File: config.mk
export PLATFORM = sky130hd
export DESIGN_NAME = ski_lane
export DESIGN_NICKNAME = d
export VERILOG_FILES = /design/src/rtl/ski_pkg.sv /design/src/rtl/ski_lane.sv
export VERILOG_INCLUDE_DIRS = /design/src /design/src/rtl
export SDC_FILE = /design/constraint.sdc
export NUM_CORES = 1
export LEC_CHECK = 0
export BUFFER_PORTS_ARGS = -buffer_cell sky130_fd_sc_hd__buf_2
export CAP_MARGIN = 40
export CORE_ASPECT_RATIO = 2
export CORE_UTILIZATION = 60
export DETAILED_ROUTE_END_ITERATION = 6
export PLACE_DENSITY = 0.94
export SYNTH_ARGS = -nofsm -noshare
export SYNTH_HDL_FRONTEND = slang
export SYNTH_SLANG_ARGS = --single-unit
File: constraint.sdc
create_clock -name clk_i -period 5.93 [get_ports clk_i]
set_clock_uncertainty 0.05 [all_clocks]
set_input_delay 0.2965 -clock clk_i [delete_from_list [all_inputs] [get_ports clk_i]]
set_output_delay 0.2965 -clock clk_i [all_outputs]
set_load 0.05 [all_outputs]
File: src/rtl/servo_keyframe_interpolator_defines.svh
// Assertion macros for the servo keyframe interpolator.
// Included by the modules that check their own logic; no other dependencies.
`ifndef SERVO_KEYFRAME_INTERPOLATOR_DEFINES_SVH
`define SERVO_KEYFRAME_INTERPOLATOR_DEFINES_SVH
`ifndef SYNTH
`define SKI_ASSERT(lbl, clk, rstn, prop) \
  lbl: assert property (@(posedge clk) disable iff (!rstn) (prop)) else $error("%m failed");
`define SKI_ASSERT_RST(lbl, clk, prop) \
  lbl: assert property (@(posedge clk) (prop)) else $error("%m failed");
`else
`define SKI_ASSERT(lbl, clk, rstn, prop)
`define SKI_ASSERT_RST(lbl, clk, prop)
`endif
`endif

File: src/rtl/ski_pkg.sv
// Shared types and constants for the servo keyframe interpolator.
// No dependencies.
package ski_pkg;
  localparam int unsigned NumServos = 8;
  localparam int unsigned AngW = 8;

  // Reciprocal multipliers: x/3 = (x*171)>>9 for x < 512,
  // x/100 = (x*2684355)>>28 for x below six million
  localparam int unsigned Recip3 = 171;
  localparam int unsigned Recip3Shift = 9;
  localparam int unsigned Recip100 = 2684355;
  localparam int unsigned Recip100Shift = 28;

  typedef enum logic {CMD_LOAD = 1'b0, CMD_TICK = 1'b1} cmd_e;
  typedef enum logic {REG_SPEED = 1'b0, REG_BASE_DELAY = 1'b1} reg_e;

  typedef enum logic [2:0] {
    ST_IDLE, ST_SCALE, ST_TICKS, ST_READY, ST_STEP, ST_OUT
  } state_e;

  typedef struct packed {
    logic       command;
    logic [7:0] target_0;
    logic [7:0] target_1;
    logic [7:0] target_2;
    logic [7:0] target_3;
    logic [7:0] target_4;
    logic [7:0] target_5;
    logic [7:0] target_6;
    logic [7:0] target_7;
    logic [15:0] duration_ms;
  } in_req_t;

  typedef struct packed {
    logic [7:0] position_0;
    logic [7:0] position_1;
    logic [7:0] position_2;
    logic [7:0] position_3;
    logic [7:0] position_4;
    logic [7:0] position_5;
    logic [7:0] position_6;
    logic [7:0] position_7;
    logic [7:0] write_mask;
    logic       keyframe_done;
  } out_req_t;

  // Lane control: start a division, lanes report when finished.
  typedef struct packed {
    logic        start;
    logic [23:0] num;
    logic [15:0] den;
  } lane_ctl_t;
endpackage

File: src/rtl/ski_lane.sv
// One interpolation lane: restoring divider giving trunc(num/den).
// Depends on ski_pkg and the assertion macros header.
`include "servo_keyframe_interpolator_defines.svh"
module ski_lane (
  input  logic              clk_i,
  input  logic              rst_ni,
  input  ski_pkg::lane_ctl_t ctl_i,
  output logic              busy_o,
  output logic [23:0]       quot_o
);
  logic [23:0] q_q, q_d;
  logic [16:0] r_q, r_d;
  logic [15:0] den_q, den_d;
  logic [4:0]  cnt_q, cnt_d;
  logic        busy_q, busy_d;
  logic [16:0] trial;

  // Shift in one numerator bit per cycle
  always_comb begin
    q_d = q_q; r_d = r_q; den_d = den_q; cnt_d = cnt_q; busy_d = busy_q;
    trial = {r_q[15:0], q_q[23]};
    if (ctl_i.start) begin
      q_d = ctl_i.num; r_d = '0; den_d = ctl_i.den; cnt_d = 5'd24; busy_d = 1'b1;
    end else if (busy_q) begin
      if (trial >= {1'b0, den_q}) begin
        r_d = trial - {1'b0, den_q}; q_d = {q_q[22:0], 1'b1};
      end else begin
        r_d = trial; q_d = {q_q[22:0], 1'b0};
      end
      cnt_d = cnt_q - 5'd1;
      if (cnt_q == 5'd1) busy_d = 1'b0;
    end
  end

  always_ff @(posedge clk_i or negedge rst_ni) begin
    if (!rst_ni) begin
      busy_q <= 1'b0; cnt_q <= '0;
    end else begin
      busy_q <= busy_d; cnt_q <= cnt_d;
    end
  end

  always_ff @(posedge clk_i) begin
    q_q <= q_d; r_q <= r_d; den_q <= den_d;
  end

  assign busy_o = busy_q;
  assign quot_o = q_q;

  `SKI_ASSERT(a_cnt_busy, clk_i, rst_ni, (busy_q == (cnt_q != 5'd0)))
  `SKI_ASSERT(a_start_busy, clk_i, rst_ni, ctl_i.start |=> busy_q)
  `SKI_ASSERT(a_rem_small, clk_i, rst_ni, busy_q |-> (r_q < {1'b0, den_q}))
endmodule

==> results of run 1 <==
## cells in the final DEF (no fill, tap or decap), drive strengths merged, types with 2 or more instances in the layout
| cell | instances |
|---|---|
| clkbuf | 10 |
| o21ai | 15 |
| nor3 | 6 |
| a31oi | 2 |
| a2111oi | 2 |
| clkinvlp | 2 |
| dfxtp | 16 |
| nand4b | 2 |
| nor2 | 24 |
| o311ai | 2 |
| xnor2 | 9 |
| and2 | 2 |
| a211o | 2 |
| nor4 | 3 |
| nand2b | 5 |
| a21oi | 16 |
| a311oi | 9 |
| clkinv | 3 |
| buf | 71 |
| ha | 18 |
| nand2 | 23 |
| dfrtp | 6 |
| a211oi | 4 |
| xor2 | 4 |
| mux2 | 24 |
| o211ai | 3 |
| a21o | 5 |
| and3 | 6 |
| a31o | 3 |
| o41ai | 4 |
| inv | 23 |
| edfxtp | 40 |
| nand3 | 16 |
| nor2b | 3 |
| nand4 | 4 |
## cell families after synthesis
family | after synthesis | share of synthesized area, %
DFF | 62 | 45.72
buffers and inverters | 41 | 6.023
adders and majority gates | 19 | 6.708
xor gates and xnor gates | 13 | 3.114
AOI/OAI and AO/OA | 81 | 17.42
muxes | 24 | 7.392
and+or+nand+nor | 99 | 13.62
## through the flow
stage / utilization [%] / cells
floorplan: - / 339
global placement: 67.94 / 450
detailed placement: 68.46 / 452
CTS: 73.22 / 469
global route: 73.22 / 469
finish: 73.22 / 469
## registers in the layout, summed over array words and instances, names as in the netlist
name    flops
r_q        16
cnt_q       5
den_q      16
busy_o      1
quot_o     24
## where the power goes
part	internal, µW	leakage (µW)	switching, µW	total (µW)
combinational	350	0.00111	577	927
clock	281	0.000126	190	471
sequential	557	0.000609	77.8	635
total	1190	0.00184	845	2030
## Yosys cell counts (7+ instances only)
cell,n,share of area (%)
a21oi_1,16,2.2
o21ai_0,8,1.1
edfxtp_1,40,33
nand3_1,16,2.2
xnor2_1,9,2.2
nand2_1,22,2.3
inv_1,22,2.3
dfxtp_1,16,8.8
mux2_2,24,7.4
ha_1,18,6.2
a311oi_1,7,1.7
nor2_1,23,2.4
## worst paths after layout
| check | endpoint | startpoint | slack (ns) |
|---|---|---|---|
| setup / recovery | r_q[0]$_SDFFE_PP0P_ | den_q[9]$_DFFE_PP_ | 3.16 |
| setup reg to reg | r_q[0]$_SDFFE_PP0P_ | den_q[9]$_DFFE_PP_ | 3.16 |
| max in group asynchronous | cnt_q[0]$_DFFE_PN0P_ | rst_ni | 5.37 |
| min in group asynchronous | cnt_q[1]$_DFFE_PN0P_ | rst_ni | 0.30 |
| hold reg to reg | r_q[5]$_SDFFE_PP0P_ | r_q[5]$_SDFFE_PP0P_ | 0.47 |
| hold / removal | den_q[14]$_DFFE_PP_ | ctl_i[14] | 0.09 |
## repair_timing
item | 4_1_cts | 5_1_grt
hold buffers | 1 | 0
endpoints found under the hold margin | 6 | 0
buffers inserted | 0 | 0
## critical path, delay by kind of cell (launching register included)
kind / cells / cell delay [ns]
AND/OR/NAND/NOR: 4 / 0.66
adder cells (fa/ha/maj): 1 / 0.49
flip-flops: 1 / 0.34
AO/OA/AOI/OAI: 2 / 1.00
buffers and inverters: 1 / 0.06
## routing by layer
metal	global-route usage [%]	up-vias	routed length, µm
met3	9.101	43	523
met1	31.58	1479	3126
met4	17.72	0	430
li1	-	1405	-
met2	58.51	164	5366
met5	0	-	0
## layout make-up
class	instances	area share, %
Clock buffer	10	5.386
Tap cell	61	1.795
Sequential cell	62	39.32
Clock inverter	6	0.8829
Inverter	22	1.942
Timing Repair Buffer	72	9.182
Multi-Input combinational cell	236	41.49
==> run summary, run 1 <==
Area of the core - 0.005807 mm²
H-tree depth - 3
Fin nets - 465
Hold path depth - 1
Setup Crit Path Kind - flip-flop to flip-flop
Largest stage delay, worst path - 0.56 ns
Gr usage total - 32.19%
Cells on worst reg2reg path - 8
Ys flop type - edfxtp_1
Crit path time final - 2.767 ns
CP arrival - 2.91 ns
Share of cells above drive strength 1 - 31.37%
Critical Path Sink Type - flip-flop
Synth-to-layout area growth - 16.29%
Setup TNS - 0 ns
CTS Root Cell - clkbuf_16
CP cell instances - inv_1, ha_1, nand4_1, nor3_2, nand2_1, a41oi_4, nor2_2, a311oi_1
Drt drc - 0
Max_slew headroom - 50.83%
Die Width - 57.20 µm
Number of I/O pins - 68
Crit Path Max Fanout - 15
Final worst slack - 3.163 ns
Synth cell types - 67
Clock tree buffer depth - 2
Syn_nets - 401
DP Area - 0.003975 mm²
Register bit total from synthesis - 62
CTS buffer count - 9
Die Y - 112.4 µm
Grt total ovfl - 0
TritonRoute pass-1 iters - 5
Resized Gates After CTS - 0
Setup WS pre-CTS - 3.233 ns
Max Fclk - 361.3 MHz
RSZ-0062 raised after global routing - false
CTS tree - done
Asr flop ratio synth - 9.677%
Synth warn - 0
First-pass GRT wire length - 15.12 mm
Hpwl dp - 6.660 mm
Status - completed
Routed Antenna Nets - 0
Overall Power - 2033 µW
Gpl congestion - 1.007
Power Dens Cells - 478.1 mW/mm²
Initial Util - 62.96%
Detailed router's first-iteration violation count - 135
Fin area - 0.004252 mm²
Least-Margin Pin Slew - 0.7375 ns
Rows - 39
Final period utilization - 46.67%
Largest net degree at the start of global routing - 60
Synthesized cell area - 0.003656 mm²
Port Buffers - 67
Vias - 3091
Final count of hold timing violations - 0
Hold Slack - 0.08544 ns
Syn Inst Count - 339
Fillers - 378
Reg clk slew, reported paths - 0.05 ns
Clk Latency, worst-skew pair - 0.34 ns
Crit-path slowest cell - a41oi_4
Pleak - 0.001844 µW
Footprint of the multi-input gates - 0.001764 mm²
Routed wire length - 9.446 mm
CTS sink count - 62
Syn avg cell area - 10.78 µm²
Routed WL per cell - 20.14 µm
Vias per cell - 6.591
Post-synth EDFFs - 40
Worst hold path type - input port to flip-flop
Antenna cell count - 0
Storage element area - 0.001672 mm²
Final setup vio count - 0
Worst setup SP type - flip-flop
Die area - 0.006428 mm²
Pins over their slew limit - 0
Register area share after synthesis - 45.72%
Peak supply drop - 307.4 µV
Worst Path Required - 6.07 ns
Vias in the first global route - 3177
Initial antenna violation count - 0
Number of max-cap violations - 0
Power figures use the tool's default switching activity.
==> run 2: changes to the inputs <==
- CORE_UTILIZATION: 60 -> 56
- PLACE_DENSITY: 0.94 -> 0.89
- clock period: 5.93 -> 2.85 ns (I/O delays scaled with it)
==> run summary, run 2 (synthesis results as in run 1) <==
Crit Path Max Fanout - 3 (-12)
CP arrival - 2.88 ns (-0.03 ns)
Number of max-cap violations - 0 (unchanged)
Die Y - 116.3 µm (+3.4%)
Clock tree buffer depth - 2 (unchanged)
Die Width - 59.14 µm (+3.4%)
Least-Margin Pin Slew - 0.6133 ns (-0.1242 ns)
RSZ-0062 raised after global routing - false
Share of cells above drive strength 1 - 31.09% (-0.28 points)
Antenna cell count - 0 (unchanged)
Number of I/O pins - 68 (unchanged)
Largest net degree at the start of global routing - 32 (-47%)
CP most frequent cell - inv_1
Max_slew headroom - 59.11% (+8.3 points)
Pleak - 0.001948 µW (+5.6%)
M1 WL - 3.603 mm (+15%)
Detailed router's first-iteration violation count - 184 (+36%)
Resized Gates After CTS - 0 (unchanged)
Critical Path Sink Type - flip-flop
Pins over their slew limit - 0 (unchanged)
Final count of hold timing violations - 0 (unchanged)
Crit path time final - 2.677 ns (-0.09029 ns)
Routed Antenna Nets - 0 (unchanged)
Placed cells - 484 (+7.1%)
First-pass GRT wire length - 16.33 mm (+8.0%)
Worst hold path type - input port to flip-flop
Met3 Wirelength - 776 µm (+48%)
Largest stage delay, worst path - 0.40 ns (-0.16 ns)
CTS Root Cell - clkbuf_16
CTS tree - done
CTS sink count - 62 (unchanged)
Max Fclk - 373.5 MHz (+3.4%)
Power Dens Cells - 980.7 mW/mm² (+110%)
H-tree depth - 3 (unchanged)
Final worst slack - 0.1728 ns (-2.990 ns)
Peak supply drop - 697.7 µV (+130%)
Met2 wire len - 5.639 mm (+5.1%)
Commonest cells after routing, fill and taps aside - buf_2 (67), edfxtp_1 (40), mux2_2 (24), nor2_1 (23)
Commonest non-fill, non-tap cell in the layout - buf_2
Hpwl dp - 6.901 mm (+3.6%)
Grt total ovfl - 0 (unchanged)
CP cell instances - inv_1, ha_1, inv_1, fa_1, a21o_1, nor2b_1, o31a_1, o311ai_0, o21ai_1, a311oi_2
Clk Latency, worst-skew pair - 0.34 ns (about the same)
Setup WS pre-CTS - 0.2292 ns (-3.004 ns)
Gpl congestion - 0.9555 (-5.1%)
Initial antenna violation count - 0 (unchanged)
Setup Crit Path Kind - flip-flop to flip-flop
CTS buffer count - 9 (unchanged)
Vias per cell - 6.290 (-4.6%)
Rows - 41 (+5.1%)
Initial Util - 57.94% (-5.0 points)
Crit-path slowest cell - fa_1
Drt drc - 0 (unchanged)
Routed wire length - 10.56 mm (+12%)
Status - completed
Routed WL per cell - 20.42 µm (+1.4%)
Area of the core - 0.006310 mm² (+8.7%)
Vias in the first global route - 3319 (+4.5%)
Port Buffers - 67 (unchanged)
Die area - 0.006875 mm² (+7.0%)
Vias - 3252 (+5.2%)
Worst setup SP type - flip-flop
Worst Path Required - 3.05 ns (-3.02 ns)
CTS Hold Bufs - 17 (+16)
Gr usage total - 33.14% (+0.95 points)
Final std cells w/o fill - 517 (+10%)
TritonRoute pass-1 iters - 5 (unchanged)
Synth-to-layout area growth - 23.03%
Fin nets - 488 (+4.9%)
Final setup vio count - 0 (unchanged)
DR top layer - met4
Final period utilization - 93.94% (+47 points)
Max reg flops - 24 (unchanged)
Reg clk slew, reported paths - 0.06 ns (about the same)
Post-CTS setup buffers - 0 (unchanged)
Setup TNS - 0 ns (unchanged)
-- run 2: changes by cell type in the layout (fill, tap and decap cells not counted) --
cell / previous run / this run
dlygate4sd3_1: 1 / 17
clkbuf_1: 1 / 2
clkinvlp_4: 2 / 1
inv_6: 1 / 0
buf_4: 2 / 11
bufinv_16: 0 / 1
buf_8: 2 / 0
-- run 2: path summary, 6_finish.rpt --
path                                       from                   end  slack (ns)  depth (start not counted)
min                                   ctl_i[32]  quot_o[16]$_DFFE_PP_        0.05                          2
min in group asynchronous                rst_ni  cnt_q[4]$_DFFE_PN0P_        0.13                          2
max in group asynchronous                rst_ni  cnt_q[0]$_DFFE_PN0P_        2.47                          2
max reg2reg                quot_o[23]$_DFFE_PP_  r_q[10]$_SDFFE_PP0P_        0.17                         10
min reg2reg                 r_q[6]$_SDFFE_PP0P_   r_q[6]$_SDFFE_PP0P_        0.46                          2
max                        quot_o[23]$_DFFE_PP_  r_q[10]$_SDFFE_PP0P_        0.17                         10
-- run 2: final cells by class --
cell class	count	area, µm²
flip-flops and latches	62	1672
multi-input cells	236	1764
clock inverters	5	51.30
inverters	22	82.58
fillers	425	1812
repair buffers	95	588.1
well taps	86	107.6
clock buffers	11	232.7
-- run 2: layer usage --
metal | vias up | global-route usage, %
met5 | - | 0
met4 | 0 | 21.90
met3 | 53 | 7.198
met2 | 211 | 57.73
met1 | 1534 | 34.77
li1 | 1454 | -
-- run 2: power by group --
group,internal [µW],switching (µW),total [µW]
sequential,1160,161,1320
combinational,767,1250,2020
clock,670,400,1070
total,2600,1810,4410
-- run 2: critical path, delay by kind of cell (launching register included) --
family,cells,cell delay [ns]
simple gates,1,0.15
flops,1,0.37
fa+ha+maj,2,0.57
compound gates,5,1.31
buf+inv,2,0.14
-- run 2: stage by stage --
step	total power, µW	utilization, %	cell area (µm²)	hold slack, ns
2_1_floorplan	2762	-	3656	-0.2031
3_3_place_gp	3139	64.09	4044	-0.07955
3_5_place_dp	3199	64.09	4044	-0.07720
4_1_cts	4304	71.29	4498	0.05520
5_1_grt	4592	71.29	4498	0.05633
6_report	4411	71.29	4498	0.05215
